### config.mk
export PLATFORM = sky130hd
export DESIGN_NAME = bit_stuffed_frame_encoder_top
export DESIGN_NICKNAME = d
export VERILOG_FILES = /design/src/design/bsfe_pkg.sv /design/src/design/bsfe_crc.sv /design/src/design/bit_stuffed_frame_encoder_top.sv
export SDC_FILE = /design/constraint.sdc
export NUM_CORES = 1
export LEC_CHECK = 0
export BUFFER_PORTS_ARGS = -buffer_cell sky130_fd_sc_hd__buf_4
export CAP_MARGIN = 10
export CORE_ASPECT_RATIO = 0.75
export CORE_MARGIN = 10
export CORE_UTILIZATION = 35
export CTS_BUF_LIST = sky130_fd_sc_hd__clkbuf_8
export DETAILED_ROUTE_END_ITERATION = 7
export GPL_ROUTABILITY_DRIVEN = 0
export GPL_TIMING_DRIVEN = 1
export PLACE_DENSITY_LB_ADDON = 0.15
export SETUP_SLACK_MARGIN = 0.1
export SLEW_MARGIN = 20
export SYNTH_ARGS = -nofsm -noshare
export SYNTH_HDL_FRONTEND = slang
export SYNTH_SLANG_ARGS = --single-unit
### constraint.sdc
create_clock -name i_clk -period 3.85 [get_ports i_clk]
set_clock_uncertainty 0.05 [all_clocks]
set_input_delay 0.5775 -clock i_clk [delete_from_list [all_inputs] [get_ports i_clk]]
set_output_delay 0.5775 -clock i_clk [all_outputs]
set_load 0.1 [all_outputs]
### src/design/bsfe_pkg.sv
`timescale 1ns / 1ps
`default_nettype none

package bsfe_pkg;

    // line bit kinds, carried on tuser
    typedef logic [1:0] t_kind;
    localparam t_kind KIND_FLAG  = 2'd0;
    localparam t_kind KIND_DATA  = 2'd1;
    localparam t_kind KIND_CRC   = 2'd2;
    localparam t_kind KIND_STUFF = 2'd3;

    // config register indexes
    typedef logic [7:0] t_cfg_idx;
    localparam t_cfg_idx REG_MAX_FRAME = 8'd0;
    localparam t_cfg_idx REG_CRC_SEED  = 8'd1;

    localparam int CRC_W = 16;
    localparam int SIZE_W = 13;

    localparam logic [7:0]       FLAG_PATTERN = 8'h7E;
    localparam logic [2:0]       STUFF_RUN    = 3'd5;
    localparam logic [CRC_W-1:0] CRC_POLY     = 16'h1021;

    // control from the sequencer to the bit-serial CRC
    typedef struct packed {
        logic load;   // take the seed
        logic step;   // clock one payload bit through the LFSR
        logic shift;  // move the remainder out, MSB first
        logic din;    // payload bit for a step
    } t_crc_ctl;

endpackage

`default_nettype wire

### src/design/bsfe_crc.sv
`timescale 1ns / 1ps
`default_nettype none

module bsfe_crc (
    input  wire                          i_clk,
    input  wire bsfe_pkg::t_crc_ctl      i_ctl,
    input  wire [bsfe_pkg::CRC_W-1:0]    i_seed,
    output logic                         o_msb
);

    logic [bsfe_pkg::CRC_W-1:0] r_crc;
    logic                       w_fb;

    assign w_fb  = r_crc[bsfe_pkg::CRC_W-1] ^ i_ctl.din;
    assign o_msb = r_crc[bsfe_pkg::CRC_W-1];

    // one bit per cycle: seed load, LFSR step, or shift-out
    always_ff @(posedge i_clk) begin
        if (i_ctl.load) begin
            r_crc <= i_seed;
        end else if (i_ctl.step) begin
            r_crc <= {r_crc[bsfe_pkg::CRC_W-2:0], 1'b0}
                     ^ (w_fb ? bsfe_pkg::CRC_POLY : '0);
        end else if (i_ctl.shift) begin
            r_crc <= {r_crc[bsfe_pkg::CRC_W-2:0], 1'b0};
        end
    end

endmodule

`default_nettype wire

### src/design/bit_stuffed_frame_encoder_top.sv
`timescale 1ns / 1ps
`default_nettype none

// HDLC-style framer. Input bytes are cut into frames of at most max_frame_bytes
// (register 0, clamped to 1..MAX_FRAME_LIMIT); a byte with tlast closes the
// frame early. Each frame goes out one line bit per output word, MSB first:
// opening 0x7E flag, payload bits, CRC-16-CCITT (poly 0x1021, seed from
// register 1 latched at frame start), closing 0x7E flag. A zero is stuffed
// after five ones in payload and CRC; flags are never stuffed. One line bit
// is produced per cycle while the output is not stalled and no byte is being
// taken, by a single bit sequencer and a bit-serial CRC. A byte gives 8 data
// bits and up to 2 stuffed zeros, behind the opening flag when it opens a
// frame, and ahead of the 16 CRC bits, their stuffed zeros and the closing
// flag when it ends one. A new byte is taken once the last line bit of the
// previous one sits in the output register. Output word: tdata[0] line bit,
// tdata[1] last bit caused by the input byte; tuser bit kind; tlast marks the
// final bit of a closing flag.
module bit_stuffed_frame_encoder_top #(
    parameter int MAX_FRAME_LIMIT = 4096
) (
    input  wire         i_clk,
    input  wire         i_rst_n,
    // config write channel
    input  wire         i_cfg_valid,
    output logic        o_cfg_ready,
    input  wire  [7:0]  i_cfg_index,
    input  wire  [15:0] i_cfg_data,
    // input byte stream
    input  wire         s_axis_tvalid,
    output logic        s_axis_tready,
    input  wire  [7:0]  s_axis_tdata,   // [7:0] data_byte
    input  wire         s_axis_tlast,   // end_of_stream
    // output line bits
    output logic        m_axis_tvalid,
    input  wire         m_axis_tready,
    output logic [7:0]  m_axis_tdata,   // [0] line_bit, [1] run_last, [7:2] zero
    output logic [1:0]  m_axis_tuser,   // [1:0] bit_kind
    output logic        m_axis_tlast    // frame_end
);

    localparam int CNT_W = $clog2(MAX_FRAME_LIMIT + 1);
    localparam int LIM_W = (CNT_W > bsfe_pkg::SIZE_W) ? CNT_W : bsfe_pkg::SIZE_W;
    localparam logic [LIM_W-1:0] LIMIT_MAX = LIM_W'(MAX_FRAME_LIMIT);

    typedef enum logic [2:0] {
        ST_IDLE,
        ST_OPEN,
        ST_DATA,
        ST_CRC,
        ST_CLOSE
    } t_state;

    // config registers
    logic [bsfe_pkg::SIZE_W-1:0] r_max;
    logic [bsfe_pkg::CRC_W-1:0]  r_seed;

    // sequencer state
    t_state            r_state, n_state;
    logic [3:0]        r_idx, n_idx;
    logic [7:0]        r_data, n_data;
    logic [2:0]        r_ones, n_ones;
    logic              r_stuff, n_stuff;
    logic              r_stuff_last, n_stuff_last;
    logic              r_close, n_close;
    logic              r_open, n_open;
    logic [CNT_W-1:0]  r_count, n_count;

    // output register
    logic              r_out_valid, n_out_valid;
    logic              r_out_bit, n_out_bit;
    bsfe_pkg::t_kind   r_out_kind, n_out_kind;
    logic              r_out_fend, n_out_fend;
    logic              r_out_last, n_out_last;

    bsfe_pkg::t_crc_ctl w_crc_ctl;
    logic               w_crc_msb;
    logic               w_take;
    logic               w_adv;
    logic [LIM_W-1:0]   w_max_ext;
    logic [LIM_W-1:0]   w_limit;
    logic [CNT_W-1:0]   w_count_base;
    logic [CNT_W-1:0]   w_count_next;
    logic [2:0]         w_ones_inc;
    logic               w_bit;

    bsfe_crc u_crc (
        .i_clk  (i_clk),
        .i_ctl  (w_crc_ctl),
        .i_seed (r_seed),
        .o_msb  (w_crc_msb)
    );

    assign o_cfg_ready   = 1'b1;
    assign s_axis_tready = (r_state == ST_IDLE) && !r_stuff;
    assign w_take        = s_axis_tvalid && s_axis_tready;
    assign w_adv         = !r_out_valid || m_axis_tready;

    assign m_axis_tvalid = r_out_valid;
    assign m_axis_tdata  = {6'd0, r_out_last, r_out_bit};
    assign m_axis_tuser  = r_out_kind;
    assign m_axis_tlast  = r_out_fend;

    // clamped frame size and next byte count
    assign w_max_ext    = LIM_W'(r_max);
    assign w_limit      = (w_max_ext == '0) ? LIM_W'(1)
                        : (w_max_ext > LIMIT_MAX) ? LIMIT_MAX : w_max_ext;
    assign w_count_base = r_open ? r_count : '0;
    assign w_count_next = (LIM_W'(w_count_base) < LIMIT_MAX)
                        ? w_count_base + CNT_W'(1) : w_count_base;

    // next bit of a stuffable field and the ones run it leaves
    assign w_bit      = (r_state == ST_CRC) ? w_crc_msb : r_data[7];
    assign w_ones_inc = r_ones + 3'd1;

    // bit sequencer
    always_comb begin
        n_state      = r_state;
        n_idx        = r_idx;
        n_data       = r_data;
        n_ones       = r_ones;
        n_stuff      = r_stuff;
        n_stuff_last = r_stuff_last;
        n_close      = r_close;
        n_open       = r_open;
        n_count      = r_count;
        n_out_valid  = r_out_valid && !m_axis_tready;
        n_out_bit    = r_out_bit;
        n_out_kind   = r_out_kind;
        n_out_fend   = r_out_fend;
        n_out_last   = r_out_last;
        w_crc_ctl    = '0;

        if (w_take) begin
            n_data  = s_axis_tdata;
            n_close = s_axis_tlast || (LIM_W'(w_count_next) >= w_limit);
            n_count = w_count_next;
            n_idx   = 4'd7;
            if (!r_open) begin
                n_open         = 1'b1;
                n_ones         = 3'd0;
                n_state        = ST_OPEN;
                w_crc_ctl.load = 1'b1;
            end else begin
                n_state = ST_DATA;
            end
        end else if (w_adv) begin
            if (r_stuff) begin
                // stuffed zero takes priority over the next field bit
                n_out_valid = 1'b1;
                n_out_bit   = 1'b0;
                n_out_kind  = bsfe_pkg::KIND_STUFF;
                n_out_fend  = 1'b0;
                n_out_last  = r_stuff_last;
                n_stuff     = 1'b0;
                n_stuff_last = 1'b0;
            end else begin
                case (r_state)
                    ST_OPEN, ST_CLOSE: begin
                        n_out_valid = 1'b1;
                        n_out_bit   = bsfe_pkg::FLAG_PATTERN[r_idx[2:0]];
                        n_out_kind  = bsfe_pkg::KIND_FLAG;
                        n_out_fend  = 1'b0;
                        n_out_last  = 1'b0;
                        n_idx       = r_idx - 4'd1;
                        if (r_idx == 4'd0) begin
                            if (r_state == ST_OPEN) begin
                                n_state = ST_DATA;
                                n_idx   = 4'd7;
                            end else begin
                                n_out_fend = 1'b1;
                                n_out_last = 1'b1;
                                n_state    = ST_IDLE;
                                n_open     = 1'b0;
                                n_count    = '0;
                                n_ones     = 3'd0;
                            end
                        end
                    end
                    ST_DATA, ST_CRC: begin
                        n_out_valid = 1'b1;
                        n_out_bit   = w_bit;
                        n_out_kind  = (r_state == ST_CRC) ? bsfe_pkg::KIND_CRC
                                                          : bsfe_pkg::KIND_DATA;
                        n_out_fend  = 1'b0;
                        n_out_last  = 1'b0;
                        n_idx       = r_idx - 4'd1;
                        if (r_state == ST_CRC) begin
                            w_crc_ctl.shift = 1'b1;
                        end else begin
                            w_crc_ctl.step = 1'b1;
                            w_crc_ctl.din  = w_bit;
                            n_data         = {r_data[6:0], 1'b0};
                        end
                        // ones run and stuffing
                        if (!w_bit) begin
                            n_ones = 3'd0;
                        end else if (w_ones_inc == bsfe_pkg::STUFF_RUN) begin
                            n_ones  = 3'd0;
                            n_stuff = 1'b1;
                        end else begin
                            n_ones = w_ones_inc;
                        end
                        if (r_idx == 4'd0) begin
                            if (r_state == ST_CRC) begin
                                n_state = ST_CLOSE;
                                n_idx   = 4'd7;
                            end else if (r_close) begin
                                n_state = ST_CRC;
                                n_idx   = 4'd15;
                            end else begin
                                // byte ends here or on its trailing stuffed zero
                                n_state      = ST_IDLE;
                                n_out_last   = !n_stuff;
                                n_stuff_last = n_stuff;
                                n_count      = r_count;
                            end
                        end
                    end
                    default: begin
                        n_state = r_state;
                    end
                endcase
            end
        end
    end

    // config writes, sequencer state and output register
    always_ff @(posedge i_clk) begin
        if (!i_rst_n) begin
            r_max        <= bsfe_pkg::SIZE_W'(64);
            r_seed       <= 16'hFFFF;
            r_state      <= ST_IDLE;
            r_idx        <= 4'd0;
            r_ones       <= 3'd0;
            r_stuff      <= 1'b0;
            r_stuff_last <= 1'b0;
            r_close      <= 1'b0;
            r_open       <= 1'b0;
            r_count      <= '0;
            r_out_valid  <= 1'b0;
        end else begin
            if (i_cfg_valid && o_cfg_ready) begin
                case (i_cfg_index)
                    bsfe_pkg::REG_MAX_FRAME: r_max  <= i_cfg_data[bsfe_pkg::SIZE_W-1:0];
                    bsfe_pkg::REG_CRC_SEED:  r_seed <= i_cfg_data;
                    default: begin
                        r_max <= r_max;
                    end
                endcase
            end
            r_state      <= n_state;
            r_idx        <= n_idx;
            r_ones       <= n_ones;
            r_stuff      <= n_stuff;
            r_stuff_last <= n_stuff_last;
            r_close      <= n_close;
            r_open       <= n_open;
            r_count      <= n_count;
            r_out_valid  <= n_out_valid;
        end
        r_data     <= n_data;
        r_out_bit  <= n_out_bit;
        r_out_kind <= n_out_kind;
        r_out_fend <= n_out_fend;
        r_out_last <= n_out_last;
    end

    // a closing flag bit always ends the byte's run and is a flag bit
    a_fend_is_flag_last: assert property (@(posedge i_clk) disable iff (!i_rst_n)
        (m_axis_tvalid && m_axis_tlast) |->
            (m_axis_tuser == bsfe_pkg::KIND_FLAG) && m_axis_tdata[1])
        else $error("frame end not on a last flag bit");

    // ones run never reaches the stuffing threshold in the register
    a_ones_below_run: assert property (@(posedge i_clk) disable iff (!i_rst_n)
        r_ones < bsfe_pkg::STUFF_RUN)
        else $error("ones run overflow");

    // byte count stays within MAX_FRAME_LIMIT
    a_count_bounded: assert property (@(posedge i_clk) disable iff (!i_rst_n)
        LIM_W'(r_count) <= LIMIT_MAX)
        else $error("frame byte count past limit");

    // a byte taken with no frame open starts with the opening flag
    a_open_after_idle: assert property (@(posedge i_clk) disable iff (!i_rst_n)
        (w_take && !r_open) |=> (r_state == ST_OPEN) && r_open)
        else $error("frame did not open");

endmodule

`default_nettype wire
==> flow_metrics.env, run 1 <==
export IMPL_startpoint_type="register"
export IMPL_synthXorXnorAreaFrac_pct=2.490
export IMPL_drt_wl_total_um=10600
export IMPL_post_cts_buffers=0
export IMPL_cts_tree="yes"
export IMPL_regArea_um2=2032
export IMPL_yosys_area_top_type="dfxtp_1"
export IMPL_overflow=0
export IMPL_multi_input_area_um2=2338
export IMPL_worst_pin_slew_ns=0.7182
export IMPL_async_flop_share_pct=0
export IMPL_period_share_pct=74.25
export IMPL_crit_fanout=9
export IMPL_netlist_area_leader_share_pct=25.39
export IMPL_post_place_ws_ns=1.035
export IMPL_cts_buffer_depth=2
export IMPL_yosysSeqAreaShare_pct=44.43
export IMPL_reg2reg_slack_ns=0.99
export IMPL_nets=579
export IMPL_antennaDiodeCount=0
export IMPL_irDropWorstVdd_v=0.0006115
export IMPL_yosys_area_share_simple_pct=25.69
export IMPL_clk_root_buffer_cell="clkbuf_8"
export IMPL_grt_busiest_layer="met2"
export IMPL_synth_top_family_by_area="simple AND/OR/NAND/NOR gates"
export IMPL_yosys_warnings=0
export IMPL_power_density_nw_per_um2=608.2
export IMPL_status="finished, final reports clean"
export IMPL_drt_first_iter_violations=243
export IMPL_area_growth_pct=13.16
export IMPL_core_um2=12880
export IMPL_viasPerCell=4.966
export IMPL_initial_core_util_pct=35.50
export IMPL_remaining_drc_errors=0
export IMPL_p_leak_nw=2.025
export IMPL_rr_endpoint="r_close"
export IMPL_row_count=36
export IMPL_arrival_ns=3.10
export IMPL_ant_nets=0
export IMPL_r2r_cells=12
export IMPL_finalCriticalPeriod_ns=2.858
export IMPL_netlist_area_um2=4573
export IMPL_crit_path_end="r_close"
export IMPL_drv_cap=0
export IMPL_synthMuxAreaShare_pct=7.442
export IMPL_startpoint="r_open"
export IMPL_setup_viol=0
export IMPL_synth_area_leaders="dfxtp_1 25%, edfxtp_1 19%, nand2_1 8.1%"
export IMPL_die_w_um=152.0
export IMPL_dp_hpwl_um=7650
export IMPL_synthAdderAreaFrac_pct=4.651
export IMPL_grt_use_met2_pct=17.54
export IMPL_dr_total_vias=3476
export IMPL_dieArea_um2=18090
export IMPL_endpoint_kind="register"
export IMPL_drt_first_pass_iters=4
export IMPL_crit_type="reg -> reg"
export IMPL_cts_clk_slew_worst_paths_ns=0.08
export IMPL_tns_ns=0
export IMPL_yosys_register_bits=87
export IMPL_grt_pass1_wl_um=17930
export IMPL_grtUsageMet3_pct=3.452
export IMPL_met1_usage_pct=16.20
export IMPL_die_h_um=119.0
export IMPL_r2r_start="r_open"
export IMPL_crit_required_ns=4.09
export IMPL_synthDistinctLibCells=59
export IMPL_pin_count=52
export IMPL_cts_buffers=9
export IMPL_final_common_cell="nand2_1"
export IMPL_grt_use_total_pct=11.85
export IMPL_layout_common_cells="99 x nand2_1, 58 x dfxtp_1, 49 x buf_4"
export IMPL_post_drt_wl_per_cell_um=15.14
export IMPL_avgSynthCellArea_um2=9.257
export IMPL_synthCells=494
export IMPL_port_buffers=44
export IMPL_fmax_mhz=349.8
export IMPL_clk_latency_ns=0.37
export IMPL_synth_edf_count=29
export IMPL_grt_max_degree=59
export IMPL_synth_ff_type="dfxtp_1"
export IMPL_synth_compound_area_share_pct=10.29
export IMPL_fin_ws_ns=0.9916
export IMPL_nFillCells=1345
export IMPL_htreeDepth=3
export IMPL_cts_sinks=87
export IMPL_hold_viol_final=0
export IMPL_post_cts_resized=0
export IMPL_rsz0062_at_grt="no"
export IMPL_hold_buffers=0
export IMPL_relSlewSlack_pct=51.97
export IMPL_hold_path_class="in -> reg"
export IMPL_final_layout_size_suffix_gt1_share_pct=16.26
export IMPL_antenna_found_initial=0
export IMPL_report_final_slew_viol_count=0
export IMPL_grt_pass1_vias=3559
[power by group]
part | switching (mW) | leakage, nW | internal, mW | total, mW
sequential | 0.132 | 0.746 | 1.25 | 1.38
combinational | 0.787 | 1.18 | 0.377 | 1.16
clock | 0.321 | 0.0993 | 0.284 | 0.605
[per-stage QoR]
stage | cell area (um^2) | util [%] | hold slack (ns) | std cells | total power, mW
6_report | 5175 | 40.17 | 0.3694 | 700 | 3.147
2_1_floorplan | 4592 | - | 0.3849 | 499 | 2.309
5_1_grt | 5175 | 40.17 | 0.3511 | 700 | 3.365
3_5_place_dp | 4990 | 38.73 | 0.4002 | 684 | 2.571
3_3_place_gp | 4990 | 38.73 | 0.3938 | 684 | 2.555
4_1_cts | 5175 | 40.17 | 0.3380 | 700 | 3.190
[layout make-up]
class | count | share of cell area [%]
Tap cell | 171 | 4.134
Inverter | 10 | 0.7253
Sequential cell | 87 | 39.27
Clock inverter | 4 | 0.3868
Multi-Input combinational cell | 367 | 45.19
Clock buffer | 12 | 3.191
Timing Repair Buffer | 49 | 7.108
[synthesized netlist by cell type, drive strengths merged, types with 10 or more instances]
| cell | instances |
|---|---|
| o21ai | 12 |
| nor2 | 21 |
| a21oi | 15 |
| nor2b | 27 |
| buf | 19 |
| mux2i | 16 |
| edfxtp | 29 |
| nand3 | 26 |
| and2 | 13 |
| dfxtp | 58 |
| ha | 17 |
| nand2 | 99 |
| mux2 | 16 |
| inv | 10 |
| clkbuf | 16 |
[kinds of logic (layout without fill, tap and decap cells)]
group / count (synthesis) / count (layout)
fa+ha+maj: 17 / 17
xor+xnor: 13 / 13
compound gates: 69 / 69
other cells: 2 / 7
mux: 32 / 32
simple gates: 229 / 229
buf+inv: 45 / 75
flops: 87 / 87
[worst max-delay path: stages, from the launching register on]
cell and delay [ns]:
dfxtp_1 0.46, and2_1 0.19, ha_1 0.22, and3_1 0.20
and2_1 0.18, nand4_1 0.17, xnor2_1 0.16, and2_1 0.16
ha_1 0.29, nand4_1 0.12, o311ai_0 0.34, nand3_1 0.13
a21boi_1 0.13
[state kept, by name (all words and copies together) (netlist names), named ones only]
name,flops
m_axis_tvalid,1
r_stuff_last,1
m_axis_tuser,2
r_open,1
m_axis_tlast,1
r_state,3
r_close,1
r_seed,16
r_count,13
r_stuff,1
r_data,8
r_out_bit,1
u_crc.r_crc,16
r_idx,4
r_out_last,1
r_max,13
r_ones,3
[routing by layer]
metal / wire length (um) / vias up
li1: - / 1778
met5: 0 / -
met3: 493 / 8
met4: 109 / 0
met2: 4673 / 65
met1: 5320 / 1625
[worst min-delay path by stage]
stage | startpoint | endpoint | slack [ns] | cells past startpoint
4_1_cts | i_cfg_data[14] | r_seed[14] | 0.34 | 3
2_1_floorplan | r_seed[10] | r_seed[10] | 0.38 | 2
3_3_place_gp | r_seed[11] | r_seed[11] | 0.39 | 2
3_5_place_dp | r_seed[13] | r_seed[13] | 0.40 | 2
5_1_grt | i_cfg_data[14] | r_seed[14] | 0.35 | 3
6_report | i_cfg_data[14] | r_seed[14] | 0.37 | 3
(Power assumes the default switching activity.)
==> run 2: changes to the inputs <==
clock period = 2.4 ns   (was 3.85 ns; I/O delays follow)
==> run 2 against run 1 <==
Effect of this change:
- the run now ends with negative setup slack left
- final area increased by 7.4%
- worst setup slack worse by 1.0 ns
- combinational power grew 78%
==> flow_metrics.env, run 2 (same netlist as run 1, synthesis figures left out) <==
export IMPL_crit_required_ns=2.60
export IMPL_drv_cap=0
export IMPL_area_growth_pct=21.53
export IMPL_worst_pin_slew_ns=0.6251
export IMPL_setup_viol=1
export IMPL_drt_wl_total_um=10840
export IMPL_post_place_ws_ns=-0.2611
export IMPL_die_h_um=119.0
export IMPL_cts_tree="yes"
export IMPL_drt_first_iter_violations=204
export IMPL_fmax_mhz=415.4
export IMPL_layout_common_cells="98 x nand2_1, 81 x buf_4, 53 x dfxtp_1"
export IMPL_overflow=0
export IMPL_final_core_util_pct=43.14
export IMPL_final_common_cell="nand2_1"
export IMPL_initial_core_util_pct=35.50
export IMPL_final_layout_size_suffix_gt1_share_pct=24.73
export IMPL_clk_root_buffer_cell="clkbuf_8"
export IMPL_p_leak_nw=2.200
export IMPL_startpoint_type="register"
export IMPL_grt_use_total_pct=12.09
export IMPL_ant_nets=0
export IMPL_period_share_pct=100.3
export IMPL_cts_buffer_depth=2
export IMPL_rsz0062_at_grt="yes"
export IMPL_cts_sinks=87
export IMPL_nets=612
export IMPL_hold_viol_final=0
export IMPL_largest_registers="r_seed: 16 flops, u_crc.r_crc: 16 flops"
export IMPL_endpoint_kind="register"
export IMPL_irDropWorstVdd_v=0.0008613
export IMPL_crit_type="reg -> reg"
export IMPL_cts_buffers=9
export IMPL_postLayoutCellArea_um2=5558
export IMPL_relSlewSlack_pct=58.22
export IMPL_remaining_drc_errors=0
export IMPL_violations="negative setup slack"
export IMPL_grt_max_degree=37
export IMPL_arrival_ns=2.60
export IMPL_htreeDepth=3
export IMPL_report_final_slew_viol_count=0
export IMPL_row_count=36
export IMPL_antennaDiodeCount=0
export IMPL_dp_hpwl_um=8041
export IMPL_drt_first_pass_iters=4
export IMPL_viasPerCell=4.935
export IMPL_die_w_um=152.0
export IMPL_clk_latency_ns=0.35
export IMPL_dieArea_um2=18090
export IMPL_core_um2=12880
export IMPL_finalCriticalPeriod_ns=2.407
export IMPL_post_drt_wl_per_cell_um=14.79
export IMPL_hold_path_class="in -> reg"
export IMPL_crit_fanout=3
export IMPL_tns_ns=-0.007234
export IMPL_antenna_found_initial=0
export IMPL_power_density_nw_per_um2=945.4
export IMPL_port_buffers=44
export IMPL_grt_pass1_vias=3708
export IMPL_fin_ws_ns=-0.007234
export IMPL_place_area_um2=5248
export IMPL_status="finished with violations"
export IMPL_pin_count=52
export IMPL_cts_clk_slew_worst_paths_ns=0.09
export IMPL_hold_buffers=0
export IMPL_grt_pass1_wl_um=18640
export IMPL_dr_total_vias=3617
-- run 2: cell count changes in the layout (fill, tap and decap cells not counted), moves of 3 or more --
cell,previous run,this run
and2_1,13,10
and2_4,0,3
buf_4,49,81
clkbuf_8,12,9
dfxtp_1,58,53
dfxtp_2,0,5
ha_1,17,14
ha_4,0,3
-- run 2: per-stage QoR --
stage               power [mW]  hold WS [ns]  std cells
floorplan                3.795        0.3849        499
global placement         4.231        0.4006        715
detailed placement       4.255        0.4071        715
CTS                      5.292        0.1467        732
global route             5.590        0.1614        733
finish                   5.254        0.1702        733
-- run 2: final cells by class --
class,count,area [um^2]
fillers,1301,7325
multi-input cells,367,2457
flip-flops and latches,87,2038
repair buffers,82,623.1
well taps,171,214.0
clock buffers,9,123.9
clock inverters,7,63.81
inverters,10,37.54
-- run 2: routing by layer --
metal	share of wire (%)	vias up	GRT usage, %
li1	-	1841	-
met1	50	1707	16.42
met2	46	62	18.87
met3	3.6	7	3.236
met4	0.49	0	2.461
met5	0	-	0
-- run 2: critical path, stage by stage (launching register included) --
cell      delay [ns]
dfxtp_2         0.37
and2_4          0.18
ha_4            0.13
and3_4          0.19
and2_4          0.14
nand4_1         0.08
nand2_1         0.14
ha_4            0.22
a211oi_2        0.23
o21ai_1         0.13
nor3_1          0.18
o311ai_1        0.12
nand3_1         0.10
a21boi_1        0.06
-- run 2: repair_timing --
action	CTS	global route
resized for setup	15	9
setup buffers	1	1
setup endpoints to repair	1	2
pin swaps	12	5
-- run 2: worst paths after layout --
path	from	to	slack, ns	cells after the start
hold reg to reg	r_seed[3]	r_seed[3]	0.42	2
setup / recovery	r_open	r_close	-0.007	13
hold / removal	i_cfg_data[13]	r_seed[13]	0.17	3
setup reg to reg	r_open	r_close	-0.007	13
-- run 2: power breakdown --
part           switching [mW]  internal [mW]
logic                    1.35          0.722
registers               0.164           2.00
clock network           0.543          0.475
==> run 3: changes to the inputs <==
ABC_AREA = 1   (was not set)
==> run 3 against run 2 <==
Effect of this change:
- the run now ends clean
- maximum frequency up 2.1%
- hold slack worse by 0.020 ns
- sequential share of layout area down 1.4 points
- power up 3.8%
- global-route usage up 0.60 points
- die area up 2.9%
- cell count up 21%
- critical path depth up 5
==> flow_metrics.env, run 3 <==
export IMPL_cp_slowest_cell="dfxtp_1"
export IMPL_cts_buffer_depth=2
export IMPL_grt_max_degree=42
export IMPL_status="finished, final reports clean"
export IMPL_postLayoutCellArea_um2=5782
export IMPL_cts_tree="yes"
export IMPL_cp_num_buf_inv=3
export IMPL_hold_viol_final=0
export IMPL_synth_common_cells="211 x nand2_1, 72 x nor2_1, 60 x nand3_1, 58 x dfxtp_1, 56 x inv_1"
export IMPL_report_final_slew_viol_count=0
export IMPL_die_h_um=120.7
export IMPL_irDropWorstVdd_v=0.0007967
export IMPL_post_drt_wl_per_cell_um=13.68
export IMPL_drt_wl_total_um=12130
export IMPL_nFillCells=1319
export IMPL_fmax_mhz=424.1
export IMPL_synth_edf_count=29
export IMPL_crit_type="reg -> reg"
export IMPL_die_w_um=154.2
export IMPL_drt_first_pass_iters=4
export IMPL_port_buffers=44
export IMPL_synthAdderAreaFrac_pct=4.496
export IMPL_yosysMostFrequentCell="nand2_1"
export IMPL_antenna_found_initial=0
export IMPL_synth_top_family_by_area="simple AND/OR/NAND/NOR gates"
export IMPL_dieArea_um2=18620
export IMPL_finalCriticalPeriod_ns=2.358
export IMPL_pin_count=52
export IMPL_slowest_delay_ns=0.52
export IMPL_synthMuxAreaShare_pct=0
export IMPL_netlist_area_leader_share_pct=24.54
export IMPL_p_leak_nw=2.703
export IMPL_endpoint_kind="register"
export IMPL_drv_cap=0
export IMPL_hold_path_class="in -> reg"
export IMPL_synth_area_leaders="dfxtp_1 25%, edfxtp_1 18%, nand2_1 17%"
export IMPL_period_share_pct=98.24
export IMPL_startpoint_type="register"
export IMPL_row_count=36
export IMPL_arrival_ns=2.57
export IMPL_netlist_area_um2=4731
export IMPL_core_um2=13110
export IMPL_yosysSeqAreaShare_pct=42.95
export IMPL_viasPerCell=4.866
export IMPL_final_layout_size_suffix_gt1_share_pct=21.65
export IMPL_power_density_nw_per_um2=942.9
export IMPL_clk_root_buffer_cell="clkbuf_8"
export IMPL_fin_hold_ws_ns=0.1504
export IMPL_r2r_start="r_count[3]"
export IMPL_avgSynthCellArea_um2=7.234
export IMPL_synth_compound_area_share_pct=7.696
export IMPL_synthXorXnorAreaFrac_pct=1.296
export IMPL_layout_common_cells="195 x nand2_1, 66 x nor2_1, 66 x buf_4"
export IMPL_clk_latency_ns=0.37
export IMPL_synthCells=654
export IMPL_initial_core_util_pct=36.09
export IMPL_dr_total_vias=4316
export IMPL_largest_registers="r_seed: 16 flops, u_crc.r_crc: 16 flops"
export IMPL_grt_use_total_pct=12.69
export IMPL_yosys_register_bits=87
export IMPL_overflow=0
export IMPL_drt_first_iter_violations=221
export IMPL_cts_sinks=87
export IMPL_rsz0062_at_grt="yes"
export IMPL_cts_buffers=9
export IMPL_yosys_area_top_type="dfxtp_1"
export IMPL_crit_required_ns=2.62
export IMPL_synth_ff_type="dfxtp_1"
export IMPL_ant_nets=0
export IMPL_yosys_area_share_simple_pct=34.54
export IMPL_area_growth_pct=22.22
export IMPL_place_area_um2=5276
export IMPL_path_cells="nand2_4 -> nor2_2 -> nand2_2 -> nor2_4 -> buf_6 -> nand3_2 -> nand2_2 -> nand2_2 -> inv_2 -> ha_4 -> nand2_4 -> inv_1 -> nand2_1 -> nand2_1 -> a21oi_2 -> nand4_1 -> nand2_1 -> a21oi_2"
export IMPL_dp_hpwl_um=8855
export IMPL_nets=766
export IMPL_final_common_cell="nand2_1"
export IMPL_antennaDiodeCount=0
export IMPL_cts_clk_slew_worst_paths_ns=0.09
export IMPL_yosys_warnings=0
export IMPL_crit_fanout=4
export IMPL_htreeDepth=3
export IMPL_setup_viol=0
export IMPL_grt_pass1_wl_um=19730
export IMPL_worst_hold_startpoint="i_cfg_data[6]"
export IMPL_grt_pass1_vias=4104
export IMPL_synthDistinctLibCells=36
export IMPL_remaining_drc_errors=0
export IMPL_startpoint="r_count[3]"
export IMPL_async_flop_share_pct=0
export IMPL_path_delay_family="simple AND/OR/NAND/NOR gates"
run 3: cell types whose count changed after synthesis, moves of 7 or more:
cell and change:
nand2_1 +112, nor2_1 +51, inv_1 +46, nand3_1 +34, nor2b_1 -27, a21oi_1 +16, mux2_2 -16, mux2i_1 -16
and2_1 -12, o21ai_0 +12, clkbuf_1 -9, a22oi_1 -7, o21ai_1 +7
run 3: worst paths after layout:
check	end	slack, ns	depth (start not counted)
max reg2reg	r_close	0.04	18
max	r_close	0.04	18
min reg2reg	r_seed[5]	0.42	2
min	r_max[6]	0.15	3
run 3: what timing repair did:
action | in CTS | in global routing
pin swaps | 2 | 20
setup buffers | 1 | 6
endpoints found under the setup margin | 1 | 1
hold buffers | 0 | 0
gates resized for setup | 18 | 46
run 3: per-stage QoR:
stage	utilization (%)	TNS (ns)	instances	worst slack, ns	total power, mW
2_1_floorplan	-	0	659	0.1016	3.989
3_3_place_gp	40.25	-0.02846	864	-0.02846	4.480
3_5_place_dp	40.25	-0.1014	864	-0.1014	4.522
4_1_cts	42.16	0	881	0.1008	5.482
5_1_grt	44.11	-0.06786	887	-0.06786	5.885
6_report	44.11	0	887	0.04212	5.451
run 3: area by class of cell:
type	count	area (um^2)	area share (%)
sequential	87	2038	35.25
clock buffer	9	123.9	2.142
multi-input combinational	479	2574	44.51
timing repair buffer	70	540.5	9.349
clock inverter	7	51.30	0.8873
tap	171	214.0	3.700
inverter	64	240.2	4.155
run 3: cell families (layout without fill, tap and decap cells):
| group | count (synthesis) | count (layout) |
|---|---|---|
| AND/OR/NAND/NOR | 379 | 379 |
| buffers and inverters | 93 | 150 |
| flip-flops | 87 | 87 |
| AO/OA/AOI/OAI | 69 | 69 |
| adder cells (fa/ha/maj) | 17 | 17 |
| XOR/XNOR | 7 | 7 |
| other | 2 | 7 |
run 3: report_power, final:
part           leakage [nW]  switching [mW]  internal, mW
sequential            0.752           0.161          2.04
clock                0.0982           0.570         0.382
combinational          1.85            1.65         0.653
run 3: metal layers:
metal | up-vias | GRT usage, % | part of all wire, %
met5 | - | 0 | 0
met2 | 91 | 18.65 | 43
li1 | 2211 | - | -
met4 | 0 | 3.121 | 1.0
met1 | 2000 | 17.60 | 50
met3 | 14 | 3.932 | 5.8
run 3: worst min-delay path, stage by stage:
cell and delay (ns):
buf_4 0.09, nand2_1 0.05, nand3_1 0.05
